$ cat config.mk
export PLATFORM = sky130hd
export DESIGN_NAME = relative_strength_index
export DESIGN_NICKNAME = d
export VERILOG_FILES = /design/src/hdl/rsi_pkg.sv /design/src/hdl/relative_strength_index.sv /design/src/hdl/rsi_mac.sv /design/src/hdl/rsi_div.sv
export VERILOG_INCLUDE_DIRS = /design/src /design/src/hdl
export SDC_FILE = /design/constraint.sdc
export NUM_CORES = 2
export LEC_CHECK = 0
export BUFFER_PORTS_ARGS = -buffer_cell sky130_fd_sc_hd__buf_2
export CORE_MARGIN = 4
export CORE_UTILIZATION = 32
export CTS_CLUSTER_DIAMETER = 120
export DETAILED_ROUTE_END_ITERATION = 10
export GPL_TIMING_DRIVEN = 0
export HOLD_SLACK_MARGIN = 0.08
export PLACE_DENSITY_LB_ADDON = 0.3
export RECOVER_POWER = 25
export SYNTH_ARGS = -nofsm -noshare
export SYNTH_HDL_FRONTEND = slang
export SYNTH_SLANG_ARGS = --single-unit
$ cat constraint.sdc
create_clock -name i_clk -period 12.4 [get_ports i_clk]
set_input_delay 0 -clock i_clk [delete_from_list [all_inputs] [get_ports i_clk]]
set_output_delay 0 -clock i_clk [all_outputs]
set_load 0.02 [all_outputs]
$ cat src/hdl/relative_strength_index_macros.svh
// ----------------------------------------------------------------------------
// relative strength index assertion macros
// implication checks on i_clk with reset i_rst_n, empty under SYNTH
// ----------------------------------------------------------------------------
`ifndef RELATIVE_STRENGTH_INDEX_MACROS_SVH
`define RELATIVE_STRENGTH_INDEX_MACROS_SVH

`ifndef SYNTH
`define RSI_ASSERT_IMP(lbl, ant, con, msg) \
    lbl: assert property (@(posedge i_clk) disable iff (!i_rst_n) (ant) |-> (con)) \
        else $error(msg);
`define RSI_ASSERT_NXT(lbl, ant, con, msg) \
    lbl: assert property (@(posedge i_clk) disable iff (!i_rst_n) (ant) |=> (con)) \
        else $error(msg);
`else
`define RSI_ASSERT_IMP(lbl, ant, con, msg)
`define RSI_ASSERT_NXT(lbl, ant, con, msg)
`endif

`endif

$ cat src/hdl/rsi_pkg.sv
// ----------------------------------------------------------------------------
// rsi_pkg
// widths, constants and shared types of the relative strength index block
// ----------------------------------------------------------------------------
`default_nettype none

package rsi_pkg;

    localparam int PRICE_W  = 32;
    localparam int PERIOD_W = 8;
    localparam int CHG_W    = 48;
    localparam int AVG_W    = 56;
    localparam int ACC_W    = 64;
    localparam int SUM_W    = 57;
    localparam int SCL_W    = 61;
    localparam int RSI_W    = 23;
    localparam int FRAC_PAD = 18;

    localparam logic [PERIOD_W-1:0] PERIOD_RESET = 8'd14;
    localparam logic [RSI_W-1:0]    RSI_NO_LOSS  = 23'd6488712;
    localparam logic [RSI_W-1:0]    RSI_MAX      = 23'd6553600;

    typedef struct packed {
        logic busy;
        logic done;
    } t_unit_stat;

endpackage

`default_nettype wire

$ cat src/hdl/relative_strength_index.sv
// ----------------------------------------------------------------------------
// relative_strength_index
// wilder relative strength index over a stream of q16.16 prices
// ----------------------------------------------------------------------------
//  channel  | handshake                      | payload
//  ---------+--------------------------------+-------------------------------
//  input    | i_valid / o_stall              | i_price, i_new_series
//  output   | o_valid / i_stall              | o_rsi_value
//  config   | i_cfg_wr_en                    | i_cfg_wr_data (rsi_period)
//
//  a restart or warm-up price is taken in the idle state; an item that gives an
//  index passes the 8-step multiply (only after warm-up), the 64-step serial
//  divide by the period, a scale step and the 23-step ratio divide, which is
//  skipped when the loss average is zero
//  synchronous active-low reset, no clearing pass; o_stall is high while an
//  item is in work, and a held result waits in the output register
// ----------------------------------------------------------------------------
`default_nettype none

`include "relative_strength_index_macros.svh"

module relative_strength_index (
    input  wire logic                          i_clk,
    input  wire logic                          i_rst_n,
    input  wire logic                          i_cfg_wr_en,
    input  wire logic [rsi_pkg::PERIOD_W-1:0]  i_cfg_wr_data,
    input  wire logic                          i_valid,
    output logic                               o_stall,
    input  wire logic [rsi_pkg::PRICE_W-1:0]   i_price,
    input  wire logic                          i_new_series,
    output logic                               o_valid,
    input  wire logic                          i_stall,
    output logic [rsi_pkg::RSI_W-1:0]          o_rsi_value
);

    localparam logic [2:0] S_IDLE   = 3'd0;
    localparam logic [2:0] S_MAC    = 3'd1;
    localparam logic [2:0] S_DIVP   = 3'd2;
    localparam logic [2:0] S_SCALE  = 3'd3;
    localparam logic [2:0] S_RSTART = 3'd4;
    localparam logic [2:0] S_RATIO  = 3'd5;
    localparam logic [2:0] S_EMIT   = 3'd6;

    logic [2:0]                     r_state;
    logic [rsi_pkg::PERIOD_W-1:0]   r_period;
    logic [rsi_pkg::PRICE_W-1:0]    r_last;
    logic                           r_have;
    logic [rsi_pkg::PERIOD_W-1:0]   r_cnt;
    logic [rsi_pkg::AVG_W-1:0]      r_g;
    logic [rsi_pkg::AVG_W-1:0]      r_l;
    logic [rsi_pkg::SCL_W-1:0]      r_g25;
    logic [rsi_pkg::SUM_W-1:0]      r_sum;
    logic [rsi_pkg::RSI_W-1:0]      r_res;
    logic                           r_o_valid;
    logic [rsi_pkg::RSI_W-1:0]      r_o_rsi;

    logic                           accept;
    logic                           restart;
    logic [rsi_pkg::PERIOD_W-1:0]   p_eff;
    logic [rsi_pkg::PERIOD_W-1:0]   pm1;
    logic [rsi_pkg::PERIOD_W-1:0]   cnt_n;
    logic [rsi_pkg::PRICE_W-1:0]    up;
    logic [rsi_pkg::PRICE_W-1:0]    dn;
    logic [rsi_pkg::CHG_W-1:0]      gx;
    logic [rsi_pkg::CHG_W-1:0]      lx;
    logic [rsi_pkg::AVG_W-1:0]      sum_g;
    logic [rsi_pkg::AVG_W-1:0]      sum_l;
    logic                           warm;
    logic                           warm_last;
    logic                           mac_start;
    logic                           divp_start;
    logic                           ratio_start;
    logic                           out_free;
    logic [rsi_pkg::ACC_W-1:0]      num_g;
    logic [rsi_pkg::ACC_W-1:0]      num_l;
    logic [rsi_pkg::SCL_W-1:0]      g_ext;

    rsi_pkg::t_unit_stat            mac_g_stat;
    rsi_pkg::t_unit_stat            mac_l_stat;
    rsi_pkg::t_unit_stat            div_g_stat;
    rsi_pkg::t_unit_stat            div_l_stat;
    rsi_pkg::t_unit_stat            ratio_stat;
    logic [rsi_pkg::ACC_W-1:0]      mac_g_acc;
    logic [rsi_pkg::ACC_W-1:0]      mac_l_acc;
    logic [rsi_pkg::ACC_W-1:0]      quo_g;
    logic [rsi_pkg::ACC_W-1:0]      quo_l;
    logic [rsi_pkg::RSI_W-1:0]      quo_r;

    assign accept    = i_valid && !o_stall;
    assign restart   = i_new_series || !r_have;
    assign p_eff     = (r_period == '0) ? rsi_pkg::PERIOD_W'(1) : r_period;
    assign pm1       = p_eff - rsi_pkg::PERIOD_W'(1);
    assign cnt_n     = r_cnt + rsi_pkg::PERIOD_W'(1);
    assign up        = (i_price > r_last) ? i_price - r_last : '0;
    assign dn        = (i_price < r_last) ? r_last - i_price : '0;
    assign gx        = {up, 16'b0};
    assign lx        = {dn, 16'b0};
    assign sum_g     = r_g + {{(rsi_pkg::AVG_W-rsi_pkg::CHG_W){1'b0}}, gx};
    assign sum_l     = r_l + {{(rsi_pkg::AVG_W-rsi_pkg::CHG_W){1'b0}}, lx};
    assign warm      = r_cnt < p_eff;
    assign warm_last = cnt_n >= p_eff;

    assign mac_start   = accept && !restart && !warm;
    assign divp_start  = (accept && !restart && warm && warm_last) ||
                         (r_state == S_MAC && mac_g_stat.done);
    assign ratio_start = (r_state == S_RSTART) && (r_l != '0);
    assign out_free    = !r_o_valid || !i_stall;

    assign num_g = (r_state == S_MAC) ? mac_g_acc :
                   {{(rsi_pkg::ACC_W-rsi_pkg::AVG_W){1'b0}}, sum_g};
    assign num_l = (r_state == S_MAC) ? mac_l_acc :
                   {{(rsi_pkg::ACC_W-rsi_pkg::AVG_W){1'b0}}, sum_l};
    assign g_ext = {{(rsi_pkg::SCL_W-rsi_pkg::AVG_W){1'b0}}, r_g};

    rsi_mac u_mac_g (
        .i_clk    (i_clk),
        .i_rst_n  (i_rst_n),
        .i_start  (mac_start),
        .i_mcand  (r_g),
        .i_mplr   (pm1),
        .i_addend (gx),
        .o_stat   (mac_g_stat),
        .o_acc    (mac_g_acc)
    );

    rsi_mac u_mac_l (
        .i_clk    (i_clk),
        .i_rst_n  (i_rst_n),
        .i_start  (mac_start),
        .i_mcand  (r_l),
        .i_mplr   (pm1),
        .i_addend (lx),
        .o_stat   (mac_l_stat),
        .o_acc    (mac_l_acc)
    );

    rsi_div #(.DVD_W(rsi_pkg::ACC_W), .DVR_W(rsi_pkg::PERIOD_W)) u_div_g (
        .i_clk   (i_clk),
        .i_rst_n (i_rst_n),
        .i_start (divp_start),
        .i_rem   ('0),
        .i_dvd   (num_g),
        .i_dvr   (p_eff),
        .o_stat  (div_g_stat),
        .o_quo   (quo_g)
    );

    rsi_div #(.DVD_W(rsi_pkg::ACC_W), .DVR_W(rsi_pkg::PERIOD_W)) u_div_l (
        .i_clk   (i_clk),
        .i_rst_n (i_rst_n),
        .i_start (divp_start),
        .i_rem   ('0),
        .i_dvd   (num_l),
        .i_dvr   (p_eff),
        .o_stat  (div_l_stat),
        .o_quo   (quo_l)
    );

    rsi_div #(.DVD_W(rsi_pkg::RSI_W), .DVR_W(rsi_pkg::SUM_W)) u_div_ratio (
        .i_clk   (i_clk),
        .i_rst_n (i_rst_n),
        .i_start (ratio_start),
        .i_rem   ({1'b0, r_g25[rsi_pkg::SCL_W-1:5]}),
        .i_dvd   ({r_g25[4:0], {rsi_pkg::FRAC_PAD{1'b0}}}),
        .i_dvr   (r_sum),
        .o_stat  (ratio_stat),
        .o_quo   (quo_r)
    );

    always_ff @(posedge i_clk) begin
        if (!i_rst_n) begin
            r_state   <= S_IDLE;
            r_period  <= rsi_pkg::PERIOD_RESET;
            r_last    <= '0;
            r_have    <= 1'b0;
            r_cnt     <= '0;
            r_g       <= '0;
            r_l       <= '0;
            r_o_valid <= 1'b0;
        end else begin
            if (r_o_valid && !i_stall && r_state != S_EMIT) begin
                r_o_valid <= 1'b0;
            end
            if (i_cfg_wr_en) begin
                r_period <= i_cfg_wr_data;
                r_have   <= 1'b0;
            end
            case (r_state)
                S_IDLE: begin
                    if (accept) begin
                        r_last <= i_price;
                        if (restart) begin
                            r_have <= 1'b1;
                            r_cnt  <= '0;
                            r_g    <= '0;
                            r_l    <= '0;
                        end else if (warm) begin
                            r_cnt <= cnt_n;
                            r_g   <= sum_g;
                            r_l   <= sum_l;
                            if (warm_last) begin
                                r_state <= S_DIVP;
                            end
                        end else begin
                            r_state <= S_MAC;
                        end
                    end
                end
                S_MAC: begin
                    if (mac_g_stat.done) begin
                        r_state <= S_DIVP;
                    end
                end
                S_DIVP: begin
                    if (div_g_stat.done) begin
                        r_g     <= quo_g[rsi_pkg::AVG_W-1:0];
                        r_l     <= quo_l[rsi_pkg::AVG_W-1:0];
                        r_state <= S_SCALE;
                    end
                end
                S_SCALE: begin
                    r_g25   <= (g_ext << 4) + (g_ext << 3) + g_ext;
                    r_sum   <= {1'b0, r_g} + {1'b0, r_l};
                    r_state <= S_RSTART;
                end
                S_RSTART: begin
                    if (r_l == '0) begin
                        r_res   <= rsi_pkg::RSI_NO_LOSS;
                        r_state <= S_EMIT;
                    end else begin
                        r_state <= S_RATIO;
                    end
                end
                S_RATIO: begin
                    if (ratio_stat.done) begin
                        r_res   <= quo_r;
                        r_state <= S_EMIT;
                    end
                end
                S_EMIT: begin
                    if (out_free) begin
                        r_o_valid <= 1'b1;
                        r_o_rsi   <= r_res;
                        r_state   <= S_IDLE;
                    end
                end
                default: begin
                    r_state <= S_IDLE;
                end
            endcase
        end
    end

    assign o_stall     = (r_state != S_IDLE);
    assign o_valid     = r_o_valid;
    assign o_rsi_value = r_o_rsi;

    `RSI_ASSERT_IMP(a_cnt_bound, r_have, r_cnt <= p_eff, "change count above period")
    `RSI_ASSERT_IMP(a_rsi_range, r_o_valid, r_o_rsi <= rsi_pkg::RSI_MAX, "index above 100")
    `RSI_ASSERT_NXT(a_emit_out, r_state == S_EMIT && out_free, r_o_valid,
        "finished result not presented")
    `RSI_ASSERT_IMP(a_lanes_agree, 1'b1, mac_l_stat == mac_g_stat && div_l_stat == div_g_stat,
        "gain and loss lanes out of step")

endmodule

`default_nettype wire

$ cat src/hdl/rsi_mac.sv
// ----------------------------------------------------------------------------
// rsi_mac
// serial multiply-add: addend + multiplicand * multiplier, one multiplier bit
// per cycle
// ----------------------------------------------------------------------------
`default_nettype none

module rsi_mac (
    input  wire logic                          i_clk,
    input  wire logic                          i_rst_n,
    input  wire logic                          i_start,
    input  wire logic [rsi_pkg::AVG_W-1:0]     i_mcand,
    input  wire logic [rsi_pkg::PERIOD_W-1:0]  i_mplr,
    input  wire logic [rsi_pkg::CHG_W-1:0]     i_addend,
    output rsi_pkg::t_unit_stat                o_stat,
    output logic [rsi_pkg::ACC_W-1:0]          o_acc
);

    localparam int CNT_W = $clog2(rsi_pkg::PERIOD_W + 1);

    logic [rsi_pkg::ACC_W-1:0]    r_mcand;
    logic [rsi_pkg::PERIOD_W-1:0] r_mplr;
    logic [rsi_pkg::ACC_W-1:0]    r_acc;
    logic [CNT_W-1:0]             r_cnt;
    logic                         r_busy;
    logic                         r_done;

    always_ff @(posedge i_clk) begin
        if (!i_rst_n) begin
            r_busy <= 1'b0;
            r_done <= 1'b0;
            r_cnt  <= '0;
        end else begin
            r_done <= !i_start && r_busy && (r_cnt == CNT_W'(1));
            if (i_start) begin
                r_busy  <= 1'b1;
                r_cnt   <= CNT_W'(rsi_pkg::PERIOD_W);
                r_mcand <= {{(rsi_pkg::ACC_W-rsi_pkg::AVG_W){1'b0}}, i_mcand};
                r_mplr  <= i_mplr;
                r_acc   <= {{(rsi_pkg::ACC_W-rsi_pkg::CHG_W){1'b0}}, i_addend};
            end else if (r_busy) begin
                if (r_mplr[0]) begin
                    r_acc <= r_acc + r_mcand;
                end
                r_mcand <= {r_mcand[rsi_pkg::ACC_W-2:0], 1'b0};
                r_mplr  <= {1'b0, r_mplr[rsi_pkg::PERIOD_W-1:1]};
                r_cnt   <= r_cnt - CNT_W'(1);
                if (r_cnt == CNT_W'(1)) begin
                    r_busy <= 1'b0;
                end
            end
        end
    end

    assign o_acc       = r_acc;
    assign o_stat.busy = r_busy;
    assign o_stat.done = r_done;

endmodule

`default_nettype wire

$ cat src/hdl/rsi_div.sv
// ----------------------------------------------------------------------------
// rsi_div
// bit-serial restoring divider, one quotient bit per cycle, with a preset
// partial remainder
// ----------------------------------------------------------------------------
`default_nettype none

`include "relative_strength_index_macros.svh"

module rsi_div #(
    parameter int DVD_W = 64,
    parameter int DVR_W = 8
) (
    input  wire logic             i_clk,
    input  wire logic             i_rst_n,
    input  wire logic             i_start,
    input  wire logic [DVR_W-1:0] i_rem,
    input  wire logic [DVD_W-1:0] i_dvd,
    input  wire logic [DVR_W-1:0] i_dvr,
    output rsi_pkg::t_unit_stat   o_stat,
    output logic [DVD_W-1:0]      o_quo
);

    localparam int CNT_W = $clog2(DVD_W + 1);

    logic [DVR_W-1:0] r_rem;
    logic [DVD_W-1:0] r_dvd;
    logic [DVD_W-1:0] r_quo;
    logic [DVR_W-1:0] r_dvr;
    logic [CNT_W-1:0] r_cnt;
    logic             r_busy;
    logic             r_done;

    logic [DVR_W:0]   trial;
    logic             ge;
    logic [DVR_W:0]   diff;

    assign trial = {r_rem, r_dvd[DVD_W-1]};
    assign ge    = trial >= {1'b0, r_dvr};
    assign diff  = trial - {1'b0, r_dvr};

    always_ff @(posedge i_clk) begin
        if (!i_rst_n) begin
            r_busy <= 1'b0;
            r_done <= 1'b0;
            r_cnt  <= '0;
        end else begin
            r_done <= !i_start && r_busy && (r_cnt == CNT_W'(1));
            if (i_start) begin
                r_busy <= 1'b1;
                r_cnt  <= CNT_W'(DVD_W);
                r_rem  <= i_rem;
                r_dvd  <= i_dvd;
                r_dvr  <= i_dvr;
                r_quo  <= '0;
            end else if (r_busy) begin
                r_rem <= ge ? diff[DVR_W-1:0] : trial[DVR_W-1:0];
                r_quo <= {r_quo[DVD_W-2:0], ge};
                r_dvd <= {r_dvd[DVD_W-2:0], 1'b0};
                r_cnt <= r_cnt - CNT_W'(1);
                if (r_cnt == CNT_W'(1)) begin
                    r_busy <= 1'b0;
                end
            end
        end
    end

    assign o_quo       = r_quo;
    assign o_stat.busy = r_busy;
    assign o_stat.done = r_done;

    `RSI_ASSERT_NXT(a_done_pulse, r_done, !r_done, "divider done longer than one cycle")
    `RSI_ASSERT_IMP(a_no_restart, i_start, !r_busy, "divider started while busy")
    `RSI_ASSERT_IMP(a_rem_below, r_busy, r_rem < r_dvr, "partial remainder not below divisor")

endmodule

`default_nettype wire

### After elaboration in Yosys (flattened, before gate mapping)

Index checks and enable logic that the tools add are counted.

* flip-flop bits (word level): 1059
* bits of input ports: 46
* output and inout port bits: 25

* add/subtract/negate cells: 19
* $lt $le $gt $ge: 7
* equality and inequality tests: 21
* mux-type cells: 92
* bitwise logic cells: 1
* reduce and logical (&&, ||, !) cells: 61

Operators by type and width (number)
* $mux 64: 12
* $mux 56: 13
* $pmux 56 s2: 2
* $add 64x64->64: 2
* $mux 23: 5
* $mux 57: 2
* $add 56x48->56: 2
* $mux 48: 2
* $mux 8: 11
* $mux 32: 2
* $sub 32x32->32: 2
* $add 60x59->61: 1
* $add 61x56->61: 1
* $ge 58x57->1: 1
* $add 56x56->57: 1
* $sub 57x57->57: 1
* $logic_not 56->1: 1
* $reduce_bool 56->1: 1
* $pmux 23 s2: 1
* $gt 32x32->1: 1
* $lt 32x32->1: 1
* $mux 7: 4
* $mux 3: 8
* $mux 1: 22
* 35 further kinds: 102

### Longest topological paths before layout

* word-level depth: 10
* mapped depth: 29

### Modules after synthesis

Synthesis repeated with hierarchy kept, for this count alone.

* cell total of the unflattened synthesis: 7269
* area total of the unflattened synthesis: 70944.3 um^2

Modules (own cells, without submodules)
* relative_strength_index: times used 1, cells each 3525, area an instance 28452.3 um^2, sequential area each 8227.9 um^2
* rsi_div at u_div_g ...: times used 2, cells each 428, area an instance 6577.6 um^2, sequential area each 4504.3 um^2
* rsi_div at u_div_ratio: times used 1, cells each 1015, area an instance 10199.8 um^2, sequential area each 4944.7 um^2
* rsi_mac at u_mac_g: times used 1, cells each 945, area an instance 9587.9 um^2, sequential area each 4204.0 um^2
* rsi_mac at u_mac_l: times used 1, cells each 928, area an instance 9549.2 um^2, sequential area each 4204.0 um^2

### Worst setup path before layout

Ideal clock, no wire load.

* kind: reg2reg
* from: register r_state[1]
* to: register r_g25[0] (netlist name) (enable)
* setup time: 0.739 ns
* data arrival time: 8.714 ns
* setup slack: 2.947 ns
* cell stages (with the launch flop): 4
* period minus slack after synthesis: 9.453 ns
* cell sequence: dfxtp_1 -> clkbuf_1 -> nand2_1 -> nor3_1

* longest elaborated chain between the ends: 2

Ends and longest elaborated chain
* start, declared: line relative_strength_index.sv:44 `logic [2:0] r_state;`
* start signal, assigned: line relative_strength_index.sv:172 `r_state <= S_IDLE;`
* start signal, assigned: line relative_strength_index.sv:202 `r_state <= S_DIVP;`
* start signal, assigned: line relative_strength_index.sv:205 `r_state <= S_MAC;`
* $eq 3x2->1: line relative_strength_index.sv:188 `case (r_state)`
* $reduce_and 2->1 (no line)
* end signal, assigned: line relative_strength_index.sv:222 `r_g25 <= (g_ext << 4) + (g_ext << 3) + g_ext;`
* end, declared: line relative_strength_index.sv:51 `logic [rsi_pkg::SCL_W-1:0] r_g25;`

Every way passes these cells.
A chain may end at the register's enable or synchronous reset.

### Final worst setup path

* from: register r_last[19] (netlist name)
* to: register u_div_g.r_dvd[54] (data pin)

* longest elaborated chain between the ends: 5
* elaborated cells on any way between the ends: 6
* those cells by class: add/sub (2); order compare (1); mux (3)

Ends and longest elaborated chain
* start, declared: line relative_strength_index.sv:46 `logic [rsi_pkg::PRICE_W-1:0] r_last;`
* start signal, assigned: line relative_strength_index.sv:191 `r_last <= i_price;`
* $sub 32x32->32 / $gt 32x32->1 (equally long branches): line relative_strength_index.sv:94 `assign up = (i_price > r_last) ? i_price - r_last : '0;`
* $mux 32 *: line relative_strength_index.sv:94
* $add 56x48->56 *: line relative_strength_index.sv:98 `assign sum_g = r_g + {{(rsi_pkg::AVG_W-rsi_pkg::CHG_W){1'b0}}, gx};`
* $mux 64 *: line relative_strength_index.sv:109 `assign num_g = (r_state == S_MAC) ? mac_g_acc :`
* $mux 64 *: line rsi_div.sv:49 `if (i_start) begin`
* end signal, assigned: line rsi_div.sv:53 `r_dvd <= i_dvd;`
* end signal, assigned: line rsi_div.sv:59 `r_dvd <= {r_dvd[DVD_W-2:0], 1'b0};`
* end, declared: line rsi_div.sv:27 `logic [DVD_W-1:0] r_dvd;`

Mark *: on every way between the ends. The rest lies on a longest branch, timed or not.

==> results.tsv <==
stage	metric	value	unit
outcome	status	finished, violations left	
outcome	failing checks	capacitance limit, slew limit	
floorplanning	I/O pin cnt	71	
cts	post-CTS setup buffer count	0	
global_routing	antenna violations before repair	11	
floorplanning	Core Box Area	0.2096	mm2
yosys	synthesized flop and latch total	1042	
place	Inst Count DP	10128	
final_layout	Layout Nets	8125	
critical_path	Max stage delay on crit path	0.78	ns
critical_path	RR Startpoint	r_last[19]	
final_layout	ratio of cells with drive above 1 in the final layout	4.772	%
yosys	Mapped Cells	7217	
floorplanning	Starting Density	32.18	%
cts	Worst-Skew Late Latency	0.80	ns
floorplanning	die height	467.1	um
yosys	post-synth top area cell	edfxtp_1	
routing	uppermost routed layer	met5	
timing	worst setup margin	3.970	ns
place	post-DP HPWL	190.9	mm
routing	Via Count	57527	
global_routing	first-pass GRT wire length	360.4	mm
critical_path	Critical Path End Type	flip-flop	
timing	Highest Clock Rate	0.1186	GHz
critical_path	Worst Setup Start Kind	flip-flop	
place	Port Buffer Count	69	
routing	DRT Pass-1 Iters	8	
cts	CTS root buf	clkbuf_16	
critical_path	Worst Path Required	12.90	ns
yosys	post-synthesis sequential area ratio	43.42	%
final_layout	final non-filler cell total	10456	
power	Leakage	30.55	nW
cts	CTS tree	yes	
yosys	top cells by count, synth	nand2_1, edfxtp_1, nor2_1	
power	power per cell area	132.5	mW/mm2
yosys	Synth Flop Type	edfxtp_1	
timing	Max-Slew Margin vs Limit	-56.11	%
cts	Hold-fix buffers, CTS	99	
timing	Worst Tran Pin Value	2.333	ns
timing	period utilization	67.99	%
global_routing	total gr overflow	0	
yosys	Post-synth EDFFs	842	
floorplanning	Die ar.	0.2182	mm2
timing	Slew Viols, Final	70	
critical_path	worst path arrival time	8.93	ns
routing	met1 wire length	106.0	mm
cts	CTS sink cnt	1042	
yosys	cell area after synthesis	0.06745	mm2
routing	drt total wl	245.8	mm
routing	WL met3	18.36	mm
power	maximum vdd ir drop	0.1174	mV
global_routing	number of global-route vias before repair	55647	
worst_hold_path	Hold Crit Class	input port to flip-flop	
floorplanning	# rows	168	
critical_path	Crit Path Category	flip-flop to flip-flop	
critical_path	crit-path max FO	10	
global_routing	largest net degree at the start of global routing	33	
final_layout	filler cell count in the final layout	21219	
cts	CTS Buf Count	118	
critical_path	slowest library cell on the worst path	nor4b_1	
worst_hold_path	hold wc startpoint	i_stall	
timing	fin crit period	8.430	ns
critical_path	critical path launch point	r_last[19]	
yosys	post-synthesis cell type count	94	
place	Area after DPL	0.07204	mm2
cts	Clock transition at path regs	0.06	ns
routing	Avg Vias per Cell	5.502	
yosys	yosys warns	0	
yosys	average cell area after synthesis	9.346	um2
yosys	top post-synthesis cells by area	edfxtp_1, ha_1, dfxtp_1	
cts	Gates resized, CTS repair	0	
cts	CTS max path bufs	3	
yosys	share of synthesized registers carrying an async set or reset	0	%
timing	Worst Clk Skew	0.06893	ns
floorplanning	Die X	467.1	um
timing	final setup fails	0	
final_layout	Post-Layout Inst Area	0.07719	mm2
final_layout	final core occ	36.83	%
yosys	top-count cell post-synth	nand2_1	
yosys	syn_nets	7800	
yosys	Synth top area share	37.49	%
routing	wire per inst	23.51	um
routing	drt drc	0	
global_routing	Total Routing Usage GR	21.84	%
cts	CTS H-tree depth	3	
final_layout	Layout area overhead	14.44	%
timing	Final Hold Fails	0	
routing	DRT antenna net count	0	
routing	routed wl met2	111.9	mm
place	gpl congestion	0.9474	
routing	First DRT Iteration DRCs	5699	
timing	unrepaired setup endpoints after global routing	no	
critical_path	CP cell instances	ha_1 -> clkbuf_1 -> nand4_1 -> nor4_1 -> nor3b_1 -> o311a_1 -> o21ai_1 -> o21a_1 -> buf_2 -> a41oi_1 -> buf_2 -> nand2_1 -> fa_1 -> nor2b_1 -> o21a_1 -> o21ai_0 -> a211oi_1 -> o31ai_1 -> a21oi_1 -> nor4b_1 -> nor4b_1 -> xnor2_1 -> mux2i_1 -> o21ai_0	
place	pre-CTS setup slack	4.283	ns
job	Max-Cap Viols	4	
power breakdown:
part           total, mW  internal, mW  switching [mW]
Clock               3.93          2.31            1.62
Combinational       2.21         0.744            1.46
Sequential          4.09          3.84           0.243
flip-flops by register name (all words and copies together) (netlist names), 32 cells and up:
register / count
r_g: 56
r_g25: 61
r_l: 56
r_last: 32
r_sum: 57
u_div_g.o_quo: 56
u_div_g.r_dvd: 64
u_div_l.o_quo: 56
u_div_l.r_dvd: 64
u_div_ratio.r_dvr: 57
u_div_ratio.r_rem: 57
u_mac_g.o_acc: 64
u_mac_g.r_mcand: 64
u_mac_l.o_acc: 64
u_mac_l.r_mcand: 64
placed cells by master (no fill, tap or decap), types with 63 or more instances in the layout:
cell,synthesis,final
nand2_1,963,963
o21bai_1,66,66
dfxtp_1,200,200
inv_1,273,274
fa_1,63,63
and3_1,80,80
dlygate4sd3_1,0,99
clkbuf_16,0,119
o21a_1,71,71
nand4_1,98,98
clkbuf_1,341,384
a21o_1,274,274
buf_2,22,66
a21oi_1,651,649
xor2_1,164,164
edfxtp_1,842,842
nor2_1,669,664
ha_1,474,474
xnor2_1,262,262
nor2b_1,70,70
nand2b_1,69,69
and2_1,210,191
nand3_1,129,129
nor3_1,104,104
o21ai_0,324,325
a31oi_1,111,112
through the flow:
| stage | setup TNS (ns) | hold slack (ns) | total power, mW |
|---|---|---|---|
| finish | 0 | 0.1482 | 10.23 |
| global route | 0 | 0.1568 | 10.63 |
| CTS | 0 | 0.1063 | 10.23 |
| detailed placement | 0 | 0.2441 | 6.282 |
| global placement | -1199.96 | 0.2415 | 6.261 |
| floorplan | 0 | 0.1304 | 5.473 |
cell type report:
type / instances / area (um2) / area share (%)
clock inverter: 89 / 1196 / 1.550
clock buffer: 137 / 3146 / 4.075
sequential: 1042 / 29290 / 37.94
antenna: 3 / 7.507 / 0.009726
buffer: 382 / 1505 / 1.950
tap: 2805 / 3510 / 4.547
multi-input combinational: 5519 / 35690 / 46.23
timing repair buffer: 205 / 1823 / 2.362
inverter: 274 / 1028 / 1.332
worst paths after layout:
path | endpoint | slack, ns | cells past startpoint
setup / recovery | u_div_g.r_dvd[54] | 3.97 | 24
hold / removal | o_valid | 0.15 | 4
setup reg to reg | u_div_g.r_dvd[54] | 3.97 | 24
hold reg to reg | u_div_ratio.r_dvr[46] | 0.39 | 0
metal layers:
layer	vias up	GRT usage (%)
li1	26734	-
met1	28193	29.43
met2	2178	35.44
met3	420	3.629
met4	2	7.585
met5	-	0
critical path: cells and delay by family (launching register included):
family / cells / cell delay [ns]
mux: 1 / 0.19
compound gates: 10 / 2.71
buf+inv: 3 / 1.01
xor+xnor: 1 / 0.25
simple gates: 7 / 2.81
fa+ha+maj: 2 / 0.83
flops: 1 / 0.32
cell families after synthesis:
group           count (synthesis)  share of synthesized area [%]
simple gates                 2542                          17.30
fa+ha+maj                     537                          10.66
buf+inv                       656                          3.749
flops                        1042                          43.42
mux                            68                          1.030
compound gates               1946                          18.30
xor+xnor                      426                          5.532
No activity file was read; power rests on OpenSTA's default activity.
